File: src/sv/brsi_pkg.sv
// ----------------------------------------------------------------------------
// Battery relay safety interlock package
// Shared types, command codes, register map and reset values.
// ----------------------------------------------------------------------------
package brsi_pkg;

   // Input item command codes
   localparam logic [1:0] CMD_PACK_STATUS = 2'd0;
   localparam logic [1:0] CMD_ERROR       = 2'd1;
   localparam logic [1:0] CMD_CONTACTOR   = 2'd2;
   localparam logic [1:0] CMD_TICK        = 2'd3;

   // Sequencer phase codes
   localparam logic [1:0] PHASE_IDLE         = 2'd0;
   localparam logic [1:0] PHASE_WAIT_CONTACT = 2'd1;
   localparam logic [1:0] PHASE_CLOSE_DELAY  = 2'd2;
   localparam logic [1:0] PHASE_CHARGE_DELAY = 2'd3;

   // Configuration register indexes
   localparam logic [1:0] REG_STARTUP_WINDOW = 2'd0;
   localparam logic [1:0] REG_CLOSE_DELAY    = 2'd1;
   localparam logic [1:0] REG_CHARGE_DELAY   = 2'd2;
   localparam logic [1:0] REG_FLASH_PERIOD   = 2'd3;

   localparam int unsigned CSR_ADDR_W = 4;
   localparam int unsigned CSR_DATA_W = 32;
   localparam int unsigned TIMER_W    = 16;

   localparam logic [TIMER_W-1:0] TIMER_MAX = '1;

   // Register reset values
   localparam logic [3:0]         STARTUP_WINDOW_RST = 4'd5;
   localparam logic [TIMER_W-1:0] CLOSE_DELAY_RST    = 16'd9000;
   localparam logic [TIMER_W-1:0] CHARGE_DELAY_RST   = 16'd1000;
   localparam logic [TIMER_W-1:0] FLASH_PERIOD_RST   = 16'd500;

   // Pending event bits
   localparam int unsigned EV_DISCHARGE = 0;
   localparam int unsigned EV_CHARGE    = 1;
   localparam int unsigned EV_CLOSED    = 2;

   typedef struct packed {
      logic [1:0] cmd;
      logic       discharge_status;
      logic       charge_status;
      logic       error_present;
      logic       contactor_level;
   } req_payload_type;

   typedef struct packed {
      logic discharge_enable;
      logic charge_enable;
      logic fault;
      logic fault_indicator;
      logic tripped;
   } rsp_payload_type;

   typedef struct packed {
      logic [3:0]         startup_window;
      logic [TIMER_W-1:0] close_delay_ticks;
      logic [TIMER_W-1:0] charge_delay_ticks;
      logic [TIMER_W-1:0] flash_period_ticks;
   } cfg_type;

   typedef struct packed {
      logic               last_discharge;
      logic               last_charge;
      logic [3:0]         report_count;
      logic               fault;
      logic               trip;
      logic [2:0]         pending;
      logic [1:0]         phase;
      logic [1:0]         seq_requests;
      logic [TIMER_W-1:0] delay_timer;
      logic [TIMER_W-1:0] flash_timer;
      logic               indicator;
      logic [1:0]         relays;
      logic               contactor;
   } state_type;

endpackage

File: src/sv/brsi_stream_if.sv
// ----------------------------------------------------------------------------
// Battery relay safety interlock stream interface
// Valid/ready channel carrying one payload per transfer.
// ----------------------------------------------------------------------------
interface brsi_stream_if #(
   parameter type payload_type = logic
) ();
   logic        valid;
   logic        ready;
   payload_type payload;

   modport source (output valid, output payload, input ready);
   modport sink   (input valid, input payload, output ready);
endinterface

File: src/sv/brsi_step.sv
// ----------------------------------------------------------------------------
// Battery relay safety interlock step logic
// Next state for one input item: event handling, trip, timers and sequencer.
// ----------------------------------------------------------------------------
module brsi_step import brsi_pkg::*; (
   input  cfg_type         cfg,
   input  state_type       cur,
   input  req_payload_type item,
   output state_type       nxt
);

   logic               drop;
   logic               early;
   logic [TIMER_W-1:0] period;

   assign period = (cfg.flash_period_ticks == '0) ? TIMER_W'(1) : cfg.flash_period_ticks;

   always_comb begin
      nxt   = cur;
      drop  = 1'b0;
      early = 1'b0;

      // Apply the event
      unique case (item.cmd)
         CMD_PACK_STATUS: begin
            drop  = (cur.last_discharge && !item.discharge_status) ||
                    (cur.last_charge && !item.charge_status);
            early = cur.report_count < cfg.startup_window;
            if (!cur.last_discharge && item.discharge_status && early) begin
               nxt.pending[EV_DISCHARGE] = 1'b1;
            end
            if (!cur.last_charge && item.charge_status && early) begin
               nxt.pending[EV_CHARGE] = 1'b1;
            end
            nxt.last_discharge = item.discharge_status;
            nxt.last_charge    = item.charge_status;
            if (!early && (!item.discharge_status || !item.charge_status)) begin
               nxt.fault = 1'b1;
            end
            if (early) begin
               nxt.report_count = cur.report_count + 4'd1;
            end
         end
         CMD_ERROR: begin
            if (item.error_present) begin
               nxt.fault = 1'b1;
            end
         end
         CMD_CONTACTOR: begin
            if (!cur.contactor && item.contactor_level) begin
               nxt.pending[EV_CLOSED] = 1'b1;
            end
            drop          = cur.contactor && !item.contactor_level;
            nxt.contactor = item.contactor_level;
         end
         CMD_TICK: begin
            if (cur.flash_timer != TIMER_MAX) begin
               nxt.flash_timer = cur.flash_timer + TIMER_W'(1);
            end
            if (nxt.flash_timer >= period) begin
               nxt.flash_timer = '0;
               nxt.indicator   = cur.fault ? !cur.indicator : 1'b0;
            end
            if ((cur.phase == PHASE_CLOSE_DELAY || cur.phase == PHASE_CHARGE_DELAY) &&
                cur.delay_timer != TIMER_MAX) begin
               nxt.delay_timer = cur.delay_timer + TIMER_W'(1);
            end
         end
         default: begin
         end
      endcase

      // Trip: open both relays and stop sequencing
      if (drop) begin
         nxt.trip         = 1'b1;
         nxt.fault        = 1'b1;
         nxt.relays       = '0;
         nxt.phase        = PHASE_IDLE;
         nxt.seq_requests = '0;
         nxt.delay_timer  = '0;
      end

      // One pass through the sequencer
      if (!nxt.trip) begin
         if (nxt.phase == PHASE_IDLE && nxt.pending[1:0] != 2'b00) begin
            nxt.seq_requests = nxt.pending[1:0];
            nxt.pending      = {nxt.pending[EV_CLOSED], 2'b00};
            nxt.phase        = PHASE_WAIT_CONTACT;
         end
         if (nxt.phase == PHASE_WAIT_CONTACT) begin
            if (nxt.contactor || nxt.pending[EV_CLOSED]) begin
               nxt.pending[EV_CLOSED] = 1'b0;
               nxt.delay_timer        = '0;
               nxt.phase              = PHASE_CLOSE_DELAY;
            end
         end
         if (nxt.phase == PHASE_CLOSE_DELAY && nxt.delay_timer >= cfg.close_delay_ticks) begin
            if (nxt.seq_requests[0]) begin
               nxt.relays[0] = 1'b1;
            end
            nxt.delay_timer = '0;
            nxt.phase       = PHASE_CHARGE_DELAY;
         end
         if (nxt.phase == PHASE_CHARGE_DELAY &&
             nxt.delay_timer >= cfg.charge_delay_ticks) begin
            if (nxt.seq_requests[1]) begin
               nxt.relays[1] = 1'b1;
            end
            nxt.delay_timer  = '0;
            nxt.seq_requests = '0;
            nxt.phase        = PHASE_IDLE;
         end
      end
   end

endmodule

File: src/sv/battery_relay_safety_interlock_unit.sv
// ----------------------------------------------------------------------------
// Battery relay safety interlock unit
// Relay sequencing and trip protection driven by pack events and ticks.
// ----------------------------------------------------------------------------
// Usage:
//   req_ch carries one event per transfer: a pack status report, an error
//   report, a contactor sense level or a 1 ms tick (field cmd selects).
//   rsp_ch returns exactly one result per event: both relay drives, the
//   latched fault, the flashing fault lamp and the trip flag, all as they
//   stand after the event.
//   An accepted event's result is registered and valid in the next cycle.
//   Throughput is one event per cycle while the receiver keeps up; the state
//   update is a single pass of short logic from the state registers.
//   A one-entry result register decouples the sides: a new event is taken
//   while the result register is empty or being taken in the same cycle.
//   When the receiver stalls, the result holds and req_ch.ready drops.
//   The APB port (psel/penable/pwrite/paddr/pwdata) writes four registers at
//   byte addresses 0, 4, 8 and 12; write them only while no event is in
//   flight. pready is tied high, reads return the register value.
//   Synchronous reset clears the interlock state (relays open, no fault) and
//   loads the register defaults.
// ----------------------------------------------------------------------------
module battery_relay_safety_interlock_unit import brsi_pkg::*; (
   input  logic                  clock,
   input  logic                  reset,
   brsi_stream_if.sink           req_ch,
   brsi_stream_if.source         rsp_ch,
   input  logic                  psel,
   input  logic                  penable,
   input  logic                  pwrite,
   input  logic [CSR_ADDR_W-1:0] paddr,
   input  logic [CSR_DATA_W-1:0] pwdata,
   output logic [CSR_DATA_W-1:0] prdata,
   output logic                  pready
);

   cfg_type         cfg_ff;
   cfg_type         cfg_in;
   state_type       state_ff;
   state_type       state_in;
   req_payload_type item;
   rsp_payload_type rsp_data_ff;
   rsp_payload_type rsp_data_in;
   logic            rsp_valid_ff;
   logic            rsp_valid_in;
   logic            accept;
   logic            csr_write;
   logic [1:0]      csr_index;

   // Configuration port
   assign pready    = 1'b1;
   assign csr_write = psel && penable && pwrite && pready;
   assign csr_index = paddr[CSR_ADDR_W-1:2];

   always_comb begin
      cfg_in = cfg_ff;
      if (csr_write) begin
         unique case (csr_index)
            REG_STARTUP_WINDOW: cfg_in.startup_window     = pwdata[3:0];
            REG_CLOSE_DELAY:    cfg_in.close_delay_ticks  = pwdata[TIMER_W-1:0];
            REG_CHARGE_DELAY:   cfg_in.charge_delay_ticks = pwdata[TIMER_W-1:0];
            REG_FLASH_PERIOD:   cfg_in.flash_period_ticks = pwdata[TIMER_W-1:0];
            default: begin
            end
         endcase
      end
   end

   always_comb begin
      unique case (csr_index)
         REG_STARTUP_WINDOW: prdata = CSR_DATA_W'(cfg_ff.startup_window);
         REG_CLOSE_DELAY:    prdata = CSR_DATA_W'(cfg_ff.close_delay_ticks);
         REG_CHARGE_DELAY:   prdata = CSR_DATA_W'(cfg_ff.charge_delay_ticks);
         REG_FLASH_PERIOD:   prdata = CSR_DATA_W'(cfg_ff.flash_period_ticks);
         default:            prdata = '0;
      endcase
   end

   always_ff @(posedge clock) begin
      if (reset) begin
         cfg_ff.startup_window     <= STARTUP_WINDOW_RST;
         cfg_ff.close_delay_ticks  <= CLOSE_DELAY_RST;
         cfg_ff.charge_delay_ticks <= CHARGE_DELAY_RST;
         cfg_ff.flash_period_ticks <= FLASH_PERIOD_RST;
      end else begin
         cfg_ff <= cfg_in;
      end
   end

   // Accept a new event while the result register is free or draining
   assign req_ch.ready = !rsp_valid_ff || rsp_ch.ready;
   assign accept       = req_ch.valid && req_ch.ready;
   assign item         = req_ch.payload;

   brsi_step u_step (
      .cfg  (cfg_ff),
      .cur  (state_ff),
      .item (item),
      .nxt  (state_in)
   );

   // Advance state on each accepted event
   always_ff @(posedge clock) begin
      if (reset) begin
         state_ff <= '0;
      end else if (accept) begin
         state_ff <= state_in;
      end
   end

   // Result register
   always_comb begin
      rsp_valid_in = rsp_valid_ff && !rsp_ch.ready;
      rsp_data_in  = rsp_data_ff;
      if (accept) begin
         rsp_valid_in                 = 1'b1;
         rsp_data_in.discharge_enable = state_in.relays[0];
         rsp_data_in.charge_enable    = state_in.relays[1];
         rsp_data_in.fault            = state_in.fault;
         rsp_data_in.fault_indicator  = state_in.indicator;
         rsp_data_in.tripped          = state_in.trip;
      end
   end

   always_ff @(posedge clock) begin
      if (reset) begin
         rsp_valid_ff <= 1'b0;
      end else begin
         rsp_valid_ff <= rsp_valid_in;
      end
   end

   always_ff @(posedge clock) begin
      rsp_data_ff <= rsp_data_in;
   end

   assign rsp_ch.valid   = rsp_valid_ff;
   assign rsp_ch.payload = rsp_data_ff;

   // Checks
   a_trip_opens_relays: assert property (@(posedge clock) disable iff (reset)
      state_ff.trip |-> (state_ff.relays == 2'b00 && state_ff.fault))
      else $error("relay closed or fault clear after trip");

   a_trip_sticks: assert property (@(posedge clock) disable iff (reset)
      state_ff.trip |=> state_ff.trip)
      else $error("trip latch released");

   a_active_has_request: assert property (@(posedge clock) disable iff (reset)
      state_ff.phase != PHASE_IDLE |-> state_ff.seq_requests != 2'b00)
      else $error("sequencer active without a request");

   a_idle_timer_clear: assert property (@(posedge clock) disable iff (reset)
      state_ff.phase == PHASE_IDLE |-> state_ff.delay_timer == '0)
      else $error("delay timer running while sequencer idle");

   a_result_follows_accept: assert property (@(posedge clock) disable iff (reset)
      accept |=> (rsp_valid_ff && rsp_data_ff.tripped == state_ff.trip &&
                  rsp_data_ff.fault == state_ff.fault))
      else $error("result does not match updated state");

endmodule
File: src/flat_wrapper.sv
// flat-port wrapper written by rule: the top's interface ports become plain ports
module battery_relay_safety_interlock_unit_flat import brsi_pkg::*;
  (clock, reset, psel, penable, pwrite, paddr, pwdata, prdata, pready, req_ch_valid, req_ch_payload, req_ch_ready, rsp_ch_valid, rsp_ch_payload, rsp_ch_ready);
  brsi_stream_if req_ch_i ();
  brsi_stream_if rsp_ch_i ();
  input  logic clock;
  input  logic reset;
  input  logic psel;
  input  logic penable;
  input  logic pwrite;
  input  logic [CSR_ADDR_W-1:0] paddr;
  input  logic [CSR_DATA_W-1:0] pwdata;
  output logic [CSR_DATA_W-1:0] prdata;
  output logic pready;
  input wire logic [$bits(req_ch_i.valid)-1:0] req_ch_valid;
  input wire logic [$bits(req_ch_i.payload)-1:0] req_ch_payload;
  output wire logic [$bits(req_ch_i.ready)-1:0] req_ch_ready;
  output wire logic [$bits(rsp_ch_i.valid)-1:0] rsp_ch_valid;
  output wire logic [$bits(rsp_ch_i.payload)-1:0] rsp_ch_payload;
  input wire logic [$bits(rsp_ch_i.ready)-1:0] rsp_ch_ready;
  assign req_ch_i.valid = req_ch_valid;
  assign req_ch_i.payload = req_ch_payload;
  assign req_ch_ready = req_ch_i.ready;
  assign rsp_ch_valid = rsp_ch_i.valid;
  assign rsp_ch_payload = rsp_ch_i.payload;
  assign rsp_ch_i.ready = rsp_ch_ready;
  battery_relay_safety_interlock_unit u_core (.clock(clock), .reset(reset), .req_ch(req_ch_i), .rsp_ch(rsp_ch_i), .psel(psel), .penable(penable), .pwrite(pwrite), .paddr(paddr), .pwdata(pwdata), .prdata(prdata), .pready(pready));
endmodule
File: config.mk
export PLATFORM = sky130hd
export DESIGN_NAME = battery_relay_safety_interlock_unit_flat
export DESIGN_NICKNAME = d
export VERILOG_FILES = /design/src/sv/brsi_pkg.sv /design/src/sv/brsi_stream_if.sv /design/src/sv/brsi_step.sv /design/src/sv/battery_relay_safety_interlock_unit.sv /design/src/flat_wrapper.sv
export SDC_FILE = /design/constraint.sdc
export NUM_CORES = 1
export LEC_CHECK = 0
export ABC_AREA = 1
export BUFFER_PORTS_ARGS = -buffer_cell sky130_fd_sc_hd__buf_2
export CAP_MARGIN = 20
export CORE_UTILIZATION = 50
export DETAILED_ROUTE_END_ITERATION = 7
export PLACE_DENSITY = 0.72
export SLEW_MARGIN = 20
export SYNTH_ARGS = -nofsm -noshare
export SYNTH_HDL_FRONTEND = slang
export SYNTH_HIERARCHICAL = 1
export SYNTH_SLANG_ARGS = --single-unit
File: constraint.sdc
create_clock -name clock -period 4 [get_ports clock]
set_clock_uncertainty 0.15 [all_clocks]
set_input_delay 0.8 -clock clock [delete_from_list [all_inputs] [get_ports clock]]
set_output_delay 0.8 -clock clock [all_outputs]
set_load 0.03 [all_outputs]
# Yosys cells after proc, flatten, opt, wreduce, memory -nomap -nowiden
# Cells that the tools add are included.
dict set report op_classes {
  n_addsub 0
  multipliers 0
  div 0
  order_cmp 0
  n_eq_ne 3
  n_shift 0
  muxes 2
  bitwise 0
  reduce_logical 12
}
# operator n
set op_table {}
lappend op_table {{$pmux W32 S4} 1}
lappend op_table {{$reduce_and A2 Y1} 4}
lappend op_table {{$eq A2 B2 Y1 const B} 2}
lappend op_table {{$logic_and A1 B1 Y1} 4}
lappend op_table {{$eq A2 B1 Y1 const B} 1}
lappend op_table {{$logic_not A1 Y1} 2}
lappend op_table {{$logic_not A2 Y1} 1}
lappend op_table {{$logic_or A1 B1 Y1} 1}
lappend op_table {{$mux W1} 1}
dict set report totals {
  reg_bits 53
  latchBits 0
  mem_bits_rw 0
  romBits 0
  inputBits 44
  output_inout_bits 36
  word_cells 22
  memories 0
}

# Depth between registers and ports, before layout
dict set report depth {
  ltp_word 4
  ltp_mapped 11
  mapped_depth_nobuf 9
}

# Hierarchy
# Netlist, hierarchy kept.
# mod instances cells_each area_per_inst_um2 seq_area_each_um2
set modules_own_cells {}
lappend modules_own_cells {battery_relay_safety_interlock_unit 1 610 4354.2 2112.0}
lappend modules_own_cells {brsi_step 1 689 3618.5 0.0}

# Worst setup path after synthesis
# Ideal clock, no wire load.
dict set report synth_path {
  kind {reg-to-reg}
  from {register u_core/state_ff[49] (netlist name)}
  to {register u_core/state_ff[35] (netlist name)}
  setup_time_ps 116
  t_arrival_ps 3930
  required_time_ps 3734
  path_slack_ps -196
  path_stages_with_launch 35
  n_path_buf 4
  synth_period_minus_slack_ps 4196
  cell_sequence {dfxtp_1 > inv_1 > o21ai_0 > nand2_1 > nand2_2 > buf_6 > nor2_4 > inv_2 > nand3_2 > buf_6 > nand2_1 > inv_2 > ha_1 > nand2_1 > nor2_1 > nand4_1 > nor4_1 > nand3b_1 > nand3_4 > buf_6 > nand2_1 > inv_1 > ha_1 > nand2_1 > inv_1 > nand3_1 > nor3_1 > nand3_1 > nand3_1 > nand2_4 > buf_6 > nand2_1 > nand2_1 > o21ai_0 > nor2_1}
}

# Worst setup path in the final report
dict set report layout_path {
  from {input paddr[2]}
  to {output prdata[2]}
}
dict set report layout_between {
  elab_chain_len 2
  word_cells_on_any_way 5
  cone_classes {eq/ne: 3; mux: 1; reduce/logical: 1}
}
# element line_no
set layout_lines {}
lappend layout_lines {{start, declared} flat_wrapper.sv:11} ;# input logic [CSR_ADDR_W-1:0] paddr;
lappend layout_lines {{$eq A2 B2 Y1 (tied with other cells)} battery_relay_safety_interlock_unit.sv:70} ;# unique case (csr_index)
lappend layout_lines {{$pmux W32 S4 *} battery_relay_safety_interlock_unit.sv:70}
lappend layout_lines {{end, declared} flat_wrapper.sv:13} ;# output logic [CSR_DATA_W-1:0] prdata;
# Every way passes the cells marked *; elsewhere a longest branch is shown, timed or not. The select of a mux whose other input is x is not followed.

==> flow_metrics.tcl <==
set metrics [dict create \
    ys.warnings.count 6 \
    hold_viol 0 \
    cts_num_sinks 58 \
    fin_crit_sh_pct 74.2 \
    final_nets 516 \
    drive_gt1_share_pct 17.0 \
    start_kind "input pin" \
    final.setup.tns_ns 0 \
    grt_pass1_vias 2367 \
    grt_pass1_wl_mm 10.5 \
    cellLeakagePower_nw 1.58 \
    final_common_cell "nand2_1" \
    rsz0062_at_grt "false" \
    final_cell_mix "nand2_1, nor2_1, nand3_1, dfxtp_1, buf_2" \
    place_inst 533 \
    max_freq_ghz 0.337 \
    power_frac_comb_pct 13.3 \
    clock_power_share_pct 41.2 \
    drc 0 \
    start_util_pct 52.8 \
    met3_length_um 301 \
    worst-path-max-fanout 28 \
    finalCriticalPeriod_ns 2.97 \
    cts_tree "done" \
    antennaDiodeCount 0 \
    wire_per_inst_um 11.1 \
    cts_buffers 9 \
    required_ns 3.05 \
    place_area_um2 3040 \
    syn_inst 438 \
    clock_path_buffers 2 \
    h-tree-depth 3 \
    postRouteWirelength_mm 6.11 \
    path_clk_slew_ns 0.06 \
    finalPower_mw 1.33 \
    overflow 0 \
    netlist_area_um2 2940 \
    ir_drop_v 0.000234 \
    maxUsedRoutingLayer "met4" \
    cts_resized 0 \
    place_hpwl_mm 3.75 \
    core-area_um2 5570 \
    hold_depth 2 \
    arrival_ns 2.02 \
    setup_viol 0 \
    final_cells 549 \
    fp.dieArea_um2 6200 \
    rows 27 \
    fin_area_um2 3240 \
    place.gp.congestion 0.785 \
    syn_avg_cell_area_um2 6.72 \
    p_int_uw 962 \
    routed-via-count 2612 \
    grt_usage_pct 21.6 \
    grt_max_degree 57 \
    die_h_um 78.7 \
    fin_ws_ns 1.03 \
    rr_worst_depth 8 \
    cts_hold_repair.buffers 0 \
    maxSlewViolCount 0 \
    power_switching_uw 365 \
    area_growth_pct 10.1 \
    drt-pass1-iter-count 4 \
    outcome "completed" \
    holdWs_ns 0.309 \
    die_w_um 78.7 \
    path_class "in -> out" \
    seqPwrFrac_pct 45.5 \
    drt_iter0_drc 173 \
    drv_cap 0 \
    io_buffer_count 44 \
    worstHoldPathType "reg -> reg" \
    slew_headroom_pct 48.4 \
    insertion_delay_ns 0.33 \
    swShare_pct 27.5 \
    post-cts-setup-buffer-count 0 \
    drt-met1-wl_mm 2.89 \
    viasPerCell 4.76 \
    io_pins 80 \
    fin_util_pct 58.1 \
    antenna_found_initial 0 \
    endpoint_kind "primary output" \
    power.density_nw_per_um2 410 \
    tightest_slew_ns 0.772 \
    ant_nets 0 \
    clockRootBuffer "clkbuf_8" \
    place_ws_ns 1.03 \
    routed-wl-met2_mm 2.81 \
]
power by group through the flow:
stage | registers (mW) | logic [mW] | clock network [mW]
after floorplan | 0.619 | 0.152 | 0
after global placement | 0.616 | 0.174 | 0
after detailed placement | 0.617 | 0.176 | 0
after CTS | 0.604 | 0.177 | 0.558
after global routing | 0.606 | 0.196 | 0.584
final | 0.604 | 0.177 | 0.546
registers in the layout, indices dropped and copies added (netlist names):
register,cells
u_core/cfg_ff,52
u_core/state_ff,4
u_core/rsp_ch.payload,1
u_core/rsp_ch.valid,1
worst paths after layout:
kind / startpoint / end / slack [ns]
worst max-delay path: paddr[2] / prdata[2] / 1.03
worst min-delay path: u_core/cfg_ff[21]$_SDFFE_PP1P_ / u_core/cfg_ff[21]$_SDFFE_PP1P_ / 0.31
worst max register to register: u_core/state_ff[50]$_SDFFE_PP0P_ / u_core/state_ff[43]$_SDFFE_PP0P_ / 2.81
worst min register to register: u_core/cfg_ff[21]$_SDFFE_PP1P_ / u_core/cfg_ff[21]$_SDFFE_PP1P_ / 0.31
worst max-delay path, stage by stage:
cell and delay [ns]:
buf_2 0.16, inv_2 0.07, nor2_4 0.52, nand2_1 0.10, nand4_1 0.15, buf_2 0.21
per-layer routing:
layer | up-vias | global-route usage, %
met5 | - | 0
li1 | 1374 | -
met4 | 0 | 9.44
met2 | 72 | 35.6
met3 | 8 | 4.71
met1 | 1158 | 27.1
area by class of cell:
cell class	count	area [um2]
Tap cell	72	90.1
Multi-Input combinational cell	330	1440
Clock inverter	5	51.3
Fill cell	578	2330
Timing Repair Buffer	45	228
Clock buffer	11	151
Sequential cell	58	1170
Inverter	28	105
Power figures use the tool's default switching activity.
